### src/design/pee_pkg.sv
// ----------------------------------------------------------------------------
// Postfix evaluator package
// Shared constants, command/status bundles and controller states.
// ----------------------------------------------------------------------------
package pee_pkg;

   localparam int PEE_STACK_DEPTH = 64;
   localparam int PEE_WORD_W      = 32;
   localparam int PEE_DIV_STEPS   = 32;

   localparam logic [7:0] CHAR_PLUS  = 8'h2B;
   localparam logic [7:0] CHAR_MINUS = 8'h2D;
   localparam logic [7:0] CHAR_STAR  = 8'h2A;
   localparam logic [7:0] CHAR_SLASH = 8'h2F;
   localparam logic [7:0] CHAR_ZERO  = 8'h30;
   localparam logic [7:0] CHAR_NINE  = 8'h39;

   localparam logic [1:0] STATUS_OK        = 2'd0;
   localparam logic [1:0] STATUS_UNDERFLOW = 2'd1;
   localparam logic [1:0] STATUS_OVERFLOW  = 2'd2;
   localparam logic [1:0] STATUS_DIVZERO   = 2'd3;

   localparam logic [PEE_WORD_W-1:0] EMPTY_WORD = '1;

   typedef enum logic [2:0] {
      S_IDLE,
      S_CLOSE,
      S_POPB,
      S_POPA,
      S_EXEC,
      S_DIV,
      S_POPF,
      S_EMIT
   } pee_state_type;

   typedef struct packed {
      logic capture;
      logic close;
      logic pop;
      logic latch_b;
      logic exec;
      logic push_div;
      logic load_rsp;
   } pee_cmd_type;

   typedef struct packed {
      logic req_digit;
      logic req_last;
      logic is_op;
      logic is_div;
      logic last;
      logic halted;
      logic b_zero;
      logic div_busy;
      logic rsp_busy;
   } pee_status_type;

endpackage

### src/design/pee_req_if.sv
// ----------------------------------------------------------------------------
// Postfix evaluator request channel
// Valid/ready channel carrying one expression character per transaction.
// ----------------------------------------------------------------------------
interface pee_req_if;
   logic       valid;
   logic       ready;
   logic [7:0] char_code;
   logic       last_char;

   modport source (output valid, output char_code, output last_char, input ready);
   modport sink   (input valid, input char_code, input last_char, output ready);
endinterface

### src/design/pee_rsp_if.sv
// ----------------------------------------------------------------------------
// Postfix evaluator response channel
// Valid/ready channel carrying the evaluated value and its status.
// ----------------------------------------------------------------------------
interface pee_rsp_if;
   logic               valid;
   logic               ready;
   logic signed [31:0] value;
   logic [1:0]         status;

   modport source (output valid, output value, output status, input ready);
   modport sink   (input valid, input value, input status, output ready);
endinterface

### src/design/pee_ram.sv
// ----------------------------------------------------------------------------
// Generic RAM
// One write port, one read port with registered read data.
// ----------------------------------------------------------------------------
module pee_ram #(
   parameter int WIDTH = 32,
   parameter int DEPTH = 64
) (
   input  logic                     clock,
   input  logic                     wr_en,
   input  logic [$clog2(DEPTH)-1:0] wr_addr,
   input  logic [WIDTH-1:0]         wr_data,
   input  logic                     rd_en,
   input  logic [$clog2(DEPTH)-1:0] rd_addr,
   output logic [WIDTH-1:0]         rd_data
);

   logic [WIDTH-1:0] mem_ff [DEPTH];
   logic [WIDTH-1:0] rd_data_ff;

   always_ff @(posedge clock) begin
      if (wr_en) begin
         mem_ff[wr_addr] <= wr_data;
      end
      if (rd_en) begin
         rd_data_ff <= mem_ff[rd_addr];
      end
   end

   assign rd_data = rd_data_ff;

endmodule

### src/design/pee_divider.sv
// ----------------------------------------------------------------------------
// Postfix evaluator divider
// Iterative restoring divider, one quotient bit per cycle, signed truncation.
// ----------------------------------------------------------------------------
module pee_divider (
   input  logic        clock,
   input  logic        reset,
   input  logic        start,
   input  logic [31:0] dividend,
   input  logic [31:0] divisor,
   output logic        busy,
   output logic [31:0] quotient
);
   import pee_pkg::*;

   localparam int STEP_W = $clog2(PEE_DIV_STEPS);

   logic              busy_ff, busy_in;
   logic [STEP_W-1:0] step_ff, step_in;
   logic [31:0]       quo_ff, quo_in;
   logic [31:0]       rem_ff, rem_in;
   logic [31:0]       mag_b_ff, mag_b_in;
   logic              neg_ff, neg_in;
   logic [32:0]       rem_sh;
   logic [32:0]       diff;

   always_comb begin
      busy_in  = busy_ff;
      step_in  = step_ff;
      quo_in   = quo_ff;
      rem_in   = rem_ff;
      mag_b_in = mag_b_ff;
      neg_in   = neg_ff;
      rem_sh   = {rem_ff, quo_ff[31]};
      diff     = rem_sh - {1'b0, mag_b_ff};
      if (start) begin
         busy_in  = 1'b1;
         step_in  = '0;
         quo_in   = dividend[31] ? (32'd0 - dividend) : dividend;
         mag_b_in = divisor[31] ? (32'd0 - divisor) : divisor;
         rem_in   = '0;
         neg_in   = dividend[31] ^ divisor[31];
      end else if (busy_ff) begin
         if (!diff[32]) begin
            rem_in = diff[31:0];
            quo_in = {quo_ff[30:0], 1'b1};
         end else begin
            rem_in = rem_sh[31:0];
            quo_in = {quo_ff[30:0], 1'b0};
         end
         step_in = step_ff + STEP_W'(1);
         if (step_ff == STEP_W'(PEE_DIV_STEPS - 1)) begin
            busy_in = 1'b0;
         end
      end
   end

   always_ff @(posedge clock) begin
      if (reset) begin
         busy_ff <= 1'b0;
      end else begin
         busy_ff <= busy_in;
      end
      step_ff  <= step_in;
      quo_ff   <= quo_in;
      rem_ff   <= rem_in;
      mag_b_ff <= mag_b_in;
      neg_ff   <= neg_in;
   end

   assign busy     = busy_ff;
   assign quotient = neg_ff ? (32'd0 - quo_ff) : quo_ff;

endmodule

### src/design/pee_datapath.sv
// ----------------------------------------------------------------------------
// Postfix evaluator datapath
// Digit accumulator, operand stack, ALU, divider, error tracking and
// response register, driven by controller commands.
// ----------------------------------------------------------------------------
module pee_datapath #(
   parameter int STACK_DEPTH = pee_pkg::PEE_STACK_DEPTH
) (
   input  logic                   clock,
   input  logic                   reset,
   input  pee_pkg::pee_cmd_type   cmd,
   output pee_pkg::pee_status_type stat,
   input  logic [7:0]             req_char_code,
   input  logic                   req_last_char,
   output logic                   rsp_valid,
   input  logic                   rsp_ready,
   output logic [31:0]            rsp_value,
   output logic [1:0]             rsp_status
);
   import pee_pkg::*;

   localparam int CW = $clog2(STACK_DEPTH + 1);
   localparam int AW = $clog2(STACK_DEPTH);

   logic [7:0]    char_ff;
   logic          last_ff;
   logic [31:0]   acc_ff, acc_in;
   logic          in_num_ff, in_num_in;
   logic [CW-1:0] cnt_ff, cnt_in;
   logic [1:0]    err_ff, err_in;
   logic          halted_ff, halted_in;
   logic [31:0]   b_ff;
   logic          pop_empty_ff, pop_empty_in;
   logic          valid_ff, valid_in;
   logic [31:0]   value_ff;
   logic [1:0]    status_ff;

   logic          req_digit;
   logic          is_op;
   logic          is_div;
   logic          full;
   logic          empty;
   logic [CW-1:0] cnt_dec;
   logic [31:0]   rd_data;
   logic [31:0]   pop_val;
   logic [31:0]   alu;
   logic          push_en;
   logic [31:0]   push_data;
   logic          wr_en;
   logic          rd_en;
   logic          note_en;
   logic [1:0]    note_code;
   logic          div_start;
   logic          div_busy;
   logic [31:0]   quotient;

   assign req_digit = (req_char_code >= CHAR_ZERO) && (req_char_code <= CHAR_NINE);
   assign is_op     = (char_ff == CHAR_PLUS) || (char_ff == CHAR_MINUS) ||
                      (char_ff == CHAR_STAR) || (char_ff == CHAR_SLASH);
   assign is_div    = (char_ff == CHAR_SLASH);
   assign full      = (cnt_ff == CW'(STACK_DEPTH));
   assign empty     = (cnt_ff == '0);
   assign cnt_dec   = cnt_ff - CW'(1);
   assign pop_val   = pop_empty_ff ? EMPTY_WORD : rd_data;

   always_comb begin
      case (char_ff)
         CHAR_PLUS:  alu = pop_val + b_ff;
         CHAR_MINUS: alu = pop_val - b_ff;
         CHAR_STAR:  alu = pop_val * b_ff;
         default:    alu = pop_val * b_ff;
      endcase
   end

   always_comb begin
      push_en   = 1'b0;
      push_data = acc_ff;
      note_en   = 1'b0;
      note_code = STATUS_OK;
      div_start = 1'b0;
      halted_in = halted_ff;
      acc_in    = acc_ff;
      in_num_in = in_num_ff;
      pop_empty_in = pop_empty_ff;

      if (cmd.capture && req_digit) begin
         acc_in    = {acc_ff[28:0], 3'b000} + {acc_ff[30:0], 1'b0} +
                     {28'd0, req_char_code[3:0]};
         in_num_in = 1'b1;
      end
      if (cmd.close && in_num_ff) begin
         push_en   = 1'b1;
         push_data = acc_ff;
         acc_in    = '0;
         in_num_in = 1'b0;
      end
      if (cmd.exec) begin
         if (!is_div) begin
            push_en   = 1'b1;
            push_data = alu;
         end else if (b_ff == '0) begin
            note_en   = 1'b1;
            note_code = STATUS_DIVZERO;
            halted_in = 1'b1;
         end else begin
            div_start = 1'b1;
         end
      end
      if (cmd.push_div) begin
         push_en   = 1'b1;
         push_data = quotient;
      end
      if (push_en && full) begin
         note_en   = 1'b1;
         note_code = STATUS_OVERFLOW;
      end
      if (cmd.pop) begin
         pop_empty_in = empty;
         if (empty) begin
            note_en   = 1'b1;
            note_code = STATUS_UNDERFLOW;
         end
      end

      wr_en = push_en && !full;
      rd_en = cmd.pop && !empty;

      cnt_in = cnt_ff;
      if (wr_en) begin
         cnt_in = cnt_ff + CW'(1);
      end else if (rd_en) begin
         cnt_in = cnt_dec;
      end

      err_in = err_ff;
      if (note_en && (err_ff == STATUS_OK)) begin
         err_in = note_code;
      end

      valid_in = valid_ff && !rsp_ready;
      if (cmd.load_rsp) begin
         valid_in  = 1'b1;
         cnt_in    = '0;
         acc_in    = '0;
         in_num_in = 1'b0;
         err_in    = STATUS_OK;
         halted_in = 1'b0;
      end
   end

   always_ff @(posedge clock) begin
      if (reset) begin
         acc_ff    <= '0;
         in_num_ff <= 1'b0;
         cnt_ff    <= '0;
         err_ff    <= STATUS_OK;
         halted_ff <= 1'b0;
         valid_ff  <= 1'b0;
      end else begin
         acc_ff    <= acc_in;
         in_num_ff <= in_num_in;
         cnt_ff    <= cnt_in;
         err_ff    <= err_in;
         halted_ff <= halted_in;
         valid_ff  <= valid_in;
      end
      if (cmd.capture) begin
         char_ff <= req_char_code;
         last_ff <= req_last_char;
      end
      if (cmd.latch_b) begin
         b_ff <= pop_val;
      end
      pop_empty_ff <= pop_empty_in;
      if (cmd.load_rsp) begin
         value_ff  <= pop_val;
         status_ff <= err_ff;
      end
   end

   pee_ram #(
      .WIDTH (PEE_WORD_W),
      .DEPTH (STACK_DEPTH)
   ) u_stack (
      .clock   (clock),
      .wr_en   (wr_en),
      .wr_addr (cnt_ff[AW-1:0]),
      .wr_data (push_data),
      .rd_en   (rd_en),
      .rd_addr (cnt_dec[AW-1:0]),
      .rd_data (rd_data)
   );

   pee_divider u_divider (
      .clock    (clock),
      .reset    (reset),
      .start    (div_start),
      .dividend (pop_val),
      .divisor  (b_ff),
      .busy     (div_busy),
      .quotient (quotient)
   );

   always_comb begin
      stat.req_digit = req_digit;
      stat.req_last  = req_last_char;
      stat.is_op     = is_op;
      stat.is_div    = is_div;
      stat.last      = last_ff;
      stat.halted    = halted_ff;
      stat.b_zero    = (b_ff == '0);
      stat.div_busy  = div_busy;
      stat.rsp_busy  = valid_ff && !rsp_ready;
   end

   assign rsp_valid  = valid_ff;
   assign rsp_value  = value_ff;
   assign rsp_status = status_ff;

endmodule

### src/design/pee_controller.sv
// ----------------------------------------------------------------------------
// Postfix evaluator controller
// Sequences character capture, stack pushes and pops, operator execution,
// division wait and result emission.
// ----------------------------------------------------------------------------
module pee_controller (
   input  logic                    clock,
   input  logic                    reset,
   input  logic                    req_valid,
   output logic                    req_ready,
   input  pee_pkg::pee_status_type stat,
   output pee_pkg::pee_cmd_type    cmd
);
   import pee_pkg::*;

   pee_state_type state_ff, state_in;

   always_ff @(posedge clock) begin
      if (reset) begin
         state_ff <= S_IDLE;
      end else begin
         state_ff <= state_in;
      end
   end

   always_comb begin
      state_in  = state_ff;
      cmd       = '0;
      req_ready = 1'b0;
      unique case (state_ff)
         S_IDLE: begin
            req_ready = 1'b1;
            if (req_valid) begin
               cmd.capture = 1'b1;
               if (!(stat.req_digit && !stat.req_last)) begin
                  state_in = S_CLOSE;
               end
            end
         end
         S_CLOSE: begin
            cmd.close = 1'b1;
            if (stat.is_op && !stat.halted) begin
               state_in = S_POPB;
            end else if (stat.last) begin
               state_in = S_POPF;
            end else begin
               state_in = S_IDLE;
            end
         end
         S_POPB: begin
            cmd.pop  = 1'b1;
            state_in = S_POPA;
         end
         S_POPA: begin
            cmd.latch_b = 1'b1;
            cmd.pop     = 1'b1;
            state_in    = S_EXEC;
         end
         S_EXEC: begin
            cmd.exec = 1'b1;
            if (stat.is_div && !stat.b_zero) begin
               state_in = S_DIV;
            end else if (stat.last) begin
               state_in = S_POPF;
            end else begin
               state_in = S_IDLE;
            end
         end
         S_DIV: begin
            if (!stat.div_busy) begin
               cmd.push_div = 1'b1;
               state_in     = stat.last ? S_POPF : S_IDLE;
            end
         end
         S_POPF: begin
            cmd.pop  = 1'b1;
            state_in = S_EMIT;
         end
         S_EMIT: begin
            if (!stat.rsp_busy) begin
               cmd.load_rsp = 1'b1;
               state_in     = S_IDLE;
            end
         end
         default: begin
            state_in = S_IDLE;
         end
      endcase
   end

endmodule

### src/design/postfix_expression_evaluator_unit.sv
// ----------------------------------------------------------------------------
// Postfix expression evaluator
// Evaluates a postfix expression streamed one ASCII character per request
// transaction; the final character carries last_char. Digit runs form
// 32-bit operands on a stack of STACK_DEPTH words, + - * / combine the top
// two with signed wrapping arithmetic and truncating division. After the
// final character one response transaction returns the popped top and a
// status (ok, underflow, overflow, divide by zero; first error wins), and
// the unit clears for the next expression.
// A digit is accumulated on capture; any other character or a final digit
// then closes the pending number, and an operator pops two stack words
// through the registered read port of the stack RAM, then executes; a
// division then waits for the bit-per-cycle divider. After a division by
// zero later operators are not executed. The final character pops the top
// and loads the response register; rsp_valid rises in the cycle after that.
// Reset empties the stack and clears all errors; no clearing pass runs.
// A stalled response holds in its register while the next expression
// streams in; only the next final character waits for it to be taken.
// ----------------------------------------------------------------------------
module postfix_expression_evaluator_unit #(
   parameter int STACK_DEPTH = pee_pkg::PEE_STACK_DEPTH
) (
   input  logic       clock,
   input  logic       reset,
   pee_req_if.sink    req_bus,
   pee_rsp_if.source  rsp_bus
);
   import pee_pkg::*;

   pee_cmd_type    cmd;
   pee_status_type stat;
   logic [31:0]    rsp_value;

   pee_controller u_controller (
      .clock     (clock),
      .reset     (reset),
      .req_valid (req_bus.valid),
      .req_ready (req_bus.ready),
      .stat      (stat),
      .cmd       (cmd)
   );

   pee_datapath #(
      .STACK_DEPTH (STACK_DEPTH)
   ) u_datapath (
      .clock         (clock),
      .reset         (reset),
      .cmd           (cmd),
      .stat          (stat),
      .req_char_code (req_bus.char_code),
      .req_last_char (req_bus.last_char),
      .rsp_valid     (rsp_bus.valid),
      .rsp_ready     (rsp_bus.ready),
      .rsp_value     (rsp_value),
      .rsp_status    (rsp_bus.status)
   );

   assign rsp_bus.value = $signed(rsp_value);

endmodule
### src/flat_wrapper.sv
// flat-port wrapper written by rule: the top's interface ports become plain ports
module postfix_expression_evaluator_unit_flat import pee_pkg::*;
#(
   parameter int STACK_DEPTH = pee_pkg::PEE_STACK_DEPTH
)
  (clock, reset, req_bus_valid, req_bus_char_code, req_bus_last_char, req_bus_ready, rsp_bus_valid, rsp_bus_value, rsp_bus_status, rsp_bus_ready);
  pee_req_if req_bus_i ();
  pee_rsp_if rsp_bus_i ();
  input  logic clock;
  input  logic reset;
  input wire logic [$bits(req_bus_i.valid)-1:0] req_bus_valid;
  input wire logic [$bits(req_bus_i.char_code)-1:0] req_bus_char_code;
  input wire logic [$bits(req_bus_i.last_char)-1:0] req_bus_last_char;
  output wire logic [$bits(req_bus_i.ready)-1:0] req_bus_ready;
  output wire logic [$bits(rsp_bus_i.valid)-1:0] rsp_bus_valid;
  output wire logic [$bits(rsp_bus_i.value)-1:0] rsp_bus_value;
  output wire logic [$bits(rsp_bus_i.status)-1:0] rsp_bus_status;
  input wire logic [$bits(rsp_bus_i.ready)-1:0] rsp_bus_ready;
  assign req_bus_i.valid = req_bus_valid;
  assign req_bus_i.char_code = req_bus_char_code;
  assign req_bus_i.last_char = req_bus_last_char;
  assign req_bus_ready = req_bus_i.ready;
  assign rsp_bus_valid = rsp_bus_i.valid;
  assign rsp_bus_value = rsp_bus_i.value;
  assign rsp_bus_status = rsp_bus_i.status;
  assign rsp_bus_i.ready = rsp_bus_ready;
  postfix_expression_evaluator_unit #(.STACK_DEPTH(STACK_DEPTH)) u_core (.clock(clock), .reset(reset), .req_bus(req_bus_i), .rsp_bus(rsp_bus_i));
endmodule
### config.mk
export PLATFORM = sky130hd
export DESIGN_NAME = postfix_expression_evaluator_unit_flat
export DESIGN_NICKNAME = d
export VERILOG_FILES = /design/src/design/pee_pkg.sv /design/src/design/pee_req_if.sv /design/src/design/pee_rsp_if.sv /design/src/design/pee_ram.sv /design/src/design/pee_divider.sv /design/src/design/pee_datapath.sv /design/src/design/pee_controller.sv /design/src/design/postfix_expression_evaluator_unit.sv /design/src/flat_wrapper.sv
export SDC_FILE = /design/constraint.sdc
export NUM_CORES = 2
export LEC_CHECK = 0
export BUFFER_PORTS_ARGS = -buffer_cell sky130_fd_sc_hd__buf_2
export CAP_MARGIN = 20
export CORE_UTILIZATION = 60
export CTS_CLUSTER_SIZE = 20
export DETAILED_ROUTE_END_ITERATION = 7
export MAX_ROUTING_LAYER = met4
export PLACE_DENSITY = 0.76
export SYNTH_ARGS = -nofsm -noshare
export SYNTH_HDL_FRONTEND = slang
export SYNTH_SLANG_ARGS = --single-unit
### constraint.sdc
create_clock -name clock -period 14.7 [get_ports clock]
set_input_delay 0.735 -clock clock [delete_from_list [all_inputs] [get_ports clock]]
set_output_delay 0.735 -clock clock [all_outputs]
set_load 0.05 [all_outputs]
### Yosys cells after proc, flatten, opt, wreduce, memory -nomap -nowiden

Memory sizes are Yosys's and may differ from the RTL's. A register that Yosys moved wholly into a read port is not among the register bits.
Cells that the tools add are included.

* register bits after elaboration: 226
* RAM bits: 2048
* bits of input ports: 13
* output and inout port bits: 36
* memories: 1

Memories
* u_core.u_datapath.u_stack.mem_ff: depth 64, bits a word 32, rd ports 1, clocked after Yosys merged registers in 1, wr ports 1, RTL line pee_ram.sv:18 `logic [WIDTH-1:0] mem_ff [DEPTH];`

* add/sub/neg operators: 11
* $mul: 1
* $lt $le $gt $ge: 2
* equal/unequal tests: 17
* muxes and demuxes: 58
* bitwise gates (word level): 1
* reduce and logical (&&, ||, !) cells: 31

Operators with widths (count)
* 32-bit 2-to-1 mux: 9
* 1-bit by 32-bit subtractor with 32-bit output, first input constant: 3
* 32-bit adder: 2
* 32-bit one-hot mux with 2 select lines: 1
* 33-bit by 32-bit subtractor with 33-bit output: 1
* 32-bit by 4-bit adder with 32-bit output: 1
* 8-bit by 6-bit equality test with 1-bit output, second input constant: 4
* 32-bit zero test: 1
* 32-bit by 32-bit multiplier with 32-bit output: 1
* 32-bit subtractor: 1
* 1-bit 2-to-1 mux: 31
* 31-bit 2-to-1 mux: 1
* 3-bit one-hot mux with 8 select lines: 1
* 3-bit 2-to-1 mux: 7
* 7-bit 2-to-1 mux: 2
* 3-bit equality test, second input constant: 4
* 2-bit 2-to-1 mux: 6
* 1-bit logical AND: 11
* 8-bit by 6-bit >= comparator with 1-bit output, second input constant: 1
* 8-bit by 6-bit <= comparator with 1-bit output, second input constant: 1
* 2-bit != test, second input constant: 4
* 7-bit by 1-bit adder with 7-bit output, second input constant: 1
* 7-bit equality test, second input constant: 1
* 7-bit zero test: 1
* other kinds (15): 25

### Logic depth before layout (Yosys ltp)

* depth in word-level cells: 12
* gate-level depth with buffers: 34

### Hierarchy

From an unflattened synthesis, not the netlist that was laid out.

* cell total of the unflattened synthesis: 7134
* area, all modules: 112248.9 µm²

Modules (own cells, without submodules)
* pee_ram: instances 1, cells each 3324, area each 78835.6 µm², seq. area each 62459.9 µm²
* pee_datapath: instances 1, cells each 2893, area each 25376.8 µm², seq. area each 3163.0 µm²
* pee_divider: instances 1, cells each 873, area each 7701.1 µm², seq. area each 2712.6 µm²
* pee_controller: instances 1, cells each 44, area each 335.3 µm², seq. area each 60.1 µm²

### Worst setup path after synthesis

No wires, ideal clock.

* path kind: reg2reg
* start: reg u_core.u_datapath.pop_empty_ff
* end: mem u_core.u_datapath.u_stack.mem_ff[0][27], data pin
* setup time: 0.702 ns
* arrival time: 9.957 ns
* data required time: 13.998 ns
* setup slack: 4.041 ns
* cell stages (with the launch flop): 32
* period minus slack after synthesis: 10.659 ns
* cells stage by stage: edfxtp_1 > clkbuf_1 > clkbuf_1 > clkbuf_1 > clkbuf_1 > or2_2 > clkbuf_1 > and2_1 > fa_1 > inv_1 > fa_1 > fa_1 > fa_1 > inv_1 > fa_1 > inv_1 > fa_1 > inv_1 > fa_1 > fa_1 > ha_1 > a21o_1 > a21o_1 > a21oi_1 > o21ai_0 > a21o_1 > a21oi_1 > nand2_1 > xnor2_1 > o21ai_0 > a21oi_1 > o21ai_0

* word-level cells in the longest chain between the ends: 6

Ends and longest elaborated chain
* start, declared: RTL line pee_datapath.sv:33 `logic pop_empty_ff, pop_empty_in;`
* start signal, assigned: RTL line pee_datapath.sv:174 `pop_empty_ff <= pop_empty_in;`
* 32-bit 2-to-1 mux *: RTL line pee_datapath.sv:64 `assign pop_val = pop_empty_ff ? EMPTY_WORD : rd_data;`
* 32-bit by 32-bit multiplier with 32-bit output, or another cell as far along: RTL line pee_datapath.sv:70, pee_datapath.sv:71
* 32-bit one-hot mux with 2 select lines *: RTL line pee_datapath.sv:67 `case (char_ff)`
* 32-bit 2-to-1 mux *: RTL line pee_datapath.sv:98 `if (!is_div) begin`
* 32-bit 2-to-1 mux *: RTL line pee_datapath.sv:97 `if (cmd.exec) begin`
* 32-bit 2-to-1 mux *: RTL line pee_datapath.sv:109 `if (cmd.push_div) begin`
* named net u_core.u_datapath.push_data[27]: RTL line pee_datapath.sv:48 `logic [31:0] push_data;`
* end, declared: RTL line pee_ram.sv:18

Mark *: on every way through the listed nets, which the timed path passes. The rest lies on a longest branch.

### Worst setup path after layout

* start: reg u_core.u_datapath.pop_empty_ff
* end: mem u_core.u_datapath.u_stack.mem_ff[62][31], data pin

The elaborated chain is that of the path after synthesis.

==> impl_metrics.ini <==
[run_status]
outcome = complete, no violations

[sta]
drv_slew = 0
max_freq_ghz = 0.105
tightest_slew_ns = 1.09
rsz0062_at_grt = false
period_share_pct = 64.5
fin_crit_ns = 9.49
setup_violations = 0
setup_tns_ns = 0
relSlewSlack_pct = 27.3
fin_skew_ns = 0.126
finalHoldViolCount = 0

[routing]
wl_mm = 311
vias = 63651
avgViaCountPerCell = 6.77
postRouteAntennaNets = 0
drc = 0
dr.pass1.iters = 6
drt_iter0_markers = 7960
drt-wirelength-per-cell_um = 33.1

[global_routing]
grt_start_max_net_pins = 130
grt_pass1_vias = 65231
grt_overflow = 0
grt_pass1_wl_mm = 454
antenna_found_initial = 14
grt_util_all_layers_pct = 35.1

[synthesis]
ys_seq_area_share_pct = 61.7
ys_ff_latch = 2306
avgSynthCellArea_um2 = 16.7
synth.area.top_cells = edfxtp_1 60%, mux4_2 14%, fa_1 7.4%
syn_nets = 7321
synth_area_leader_cell = edfxtp_1
synth_edf_count = 2221
async_flop_share_pct = 0
synth_top_flop_cell = edfxtp_1
ys_warn_count = 0
synth_top_area_share_pct = 60.2
netlist_instances = 6644
synth.distinct_cells = 74
syn_area_um2 = 111000

[flow_run]
drv_cap = 0

[worst_setup_path]
cp_top_family = adder cells
reg2reg_from = u_core.u_datapath.pop_empty_ff
end_kind = flip-flop
startpoint_type = flip-flop
worstPathArrival_ns = 10.03
slowest_delay_ns = 0.62
crit_fanout = 64
slowest_stage = edfxtp_1
required_ns = 15.24
cp-startpoint = u_core.u_datapath.pop_empty_ff
crit_type = flip-flop to flip-flop
crit_top_cell = fa_1
crit_buf_inv = 9

[die]
fp-row-count = 157
core_area_um2 = 183000
start_util_pct = 60.5
dieArea_um2 = 186000
die_h_um = 432
ios = 49
die_w_um = 432

[cts]
post_cts_buffers = 0
cts-resized-gates = 0
clock_path_buffers = 3
cts_tree = built
clock-root-buffer = clkbuf_16
cts_hold_buf = 0
cts_sinks = 2306
path_clk_slew_ns = 0.07
h-tree-depth = 4
cts_buffers = 221
clk_latency_ns = 0.89

[cells_and_area]
nNetsFinal = 7420
instances_no_fill = 9404
nFillCells = 11591
utilization_pct = 67.0
final_area_um2 = 123000
syn_to_final_growth_pct = 10.8
drive_gt1_share_pct = 20.0

[placed_design]
dpl.cell_count = 8980
port_buffers = 48
gp_congestion = 0.981
placedInstanceArea_um2 = 115000
dpl.hpwl_mm = 172

[hold_path]
hold_class = primary input to flip-flop
min-delay-start = req_bus_char_code[4]
registers in the layout (all words and copies together) (netlist names), 3 cells and up:
signal	count
u_core.u_datapath.acc_ff	32
u_core.u_datapath.u_divider.mag_b_ff	32
u_core.u_datapath.u_stack.rd_data	32
u_core.u_datapath.u_divider.rem_ff	32
u_core.u_datapath.cnt_ff	7
u_core.u_datapath.u_divider.step_ff	5
u_core.u_datapath.char_ff	8
u_core.u_datapath.u_divider.quo_ff	32
u_core.u_controller.state_ff	3
u_core.u_datapath.b_ff	32
u_core.u_datapath.u_stack.mem_ff	2048
u_core.u_datapath.rsp_value	32
Yosys cell counts, types with 85 or more instances:
library cell and count:
xnor2_1 174, xor2_1 114, nor2_1 241, edfxtp_1 2221, mux4_2 672, fa_1 412, o21ai_0 192, a21oi_1 181
clkbuf_1 304, inv_1 450, ha_1 252, dfxtp_1 85, nand2_1 430, and2_1 302
routing by layer:
metal / up-vias / routed length (um) / GRT usage (%)
met3: 971 / 29700 / 5.68
met1: 32862 / 111000 / 45.0
li1: 25307 / - / -
met2: 4511 / 153000 / 55.6
met4: 0 / 17100 / 16.5
met5: - / 0 / -
cells by family (layout without fill, tap and decap cells):
family                     Yosys count  after routing  share of synthesized area, %
AOI/OAI and AO/OA                  619            619                          3.44
and+or+nand+nor                   1241           1241                          5.50
adders and majority gates          664            664                          10.3
muxes                              712            712                          14.0
buffers and inverters              813           1099                          2.75
DFF                               2306           2306                          61.7
xor gates and xnor gates           289            289                          2.30
other                                0             10                             0
final timing paths:
kind / to / slack (ns) / depth (start not counted)
max: u_core.u_datapath.u_stack.mem_ff[62][31] / 5.21 / 31
min: u_core.u_datapath.char_ff[4] / 0.07 / 1
max reg2reg: u_core.u_datapath.u_stack.mem_ff[62][31] / 5.21 / 31
min reg2reg: u_core.u_datapath.in_num_ff / 0.48 / 2
stage by stage:
| step | hold slack, ns | setup slack (ns) |
|---|---|---|
| 3_5_place_dp | 0.466 | 5.37 |
| 2_1_floorplan | 0.432 | 4.04 |
| 5_1_grt | 0.0399 | 4.82 |
| 4_1_cts | 0.0220 | 5.31 |
| 6_report | 0.0673 | 5.21 |
| 3_3_place_gp | 0.458 | 5.48 |
cells in the final DEF, fill, tap and decap left out, types with 113 or more instances in the layout:
cell type and n:
mux4_2 672, and2_1 302, clkbuf_16 224, fa_1 412
nor2_1 173, buf_4 178, xnor2_1 170, edfxtp_1 2221
ha_1 251, a21oi_1 176, inv_1 450, nand2_1 429
xor2_1 113, o21ai_0 178
layout make-up:
type | count | area [um2] | share of cell area [%]
multi-input combinational | 3525 | 40400 | 32.9
antenna | 10 | 25.0 | 0.0204
timing repair buffer | 235 | 1750 | 1.43
sequential | 2306 | 68400 | 55.7
inverter | 454 | 1700 | 1.39
tap | 2464 | 3080 | 2.51
clock buffer | 263 | 5760 | 4.69
clock inverter | 147 | 1740 | 1.41
Power is not shown: default switching activity piles up to over one toggle a cycle in this logic, so the estimate is an artifact.
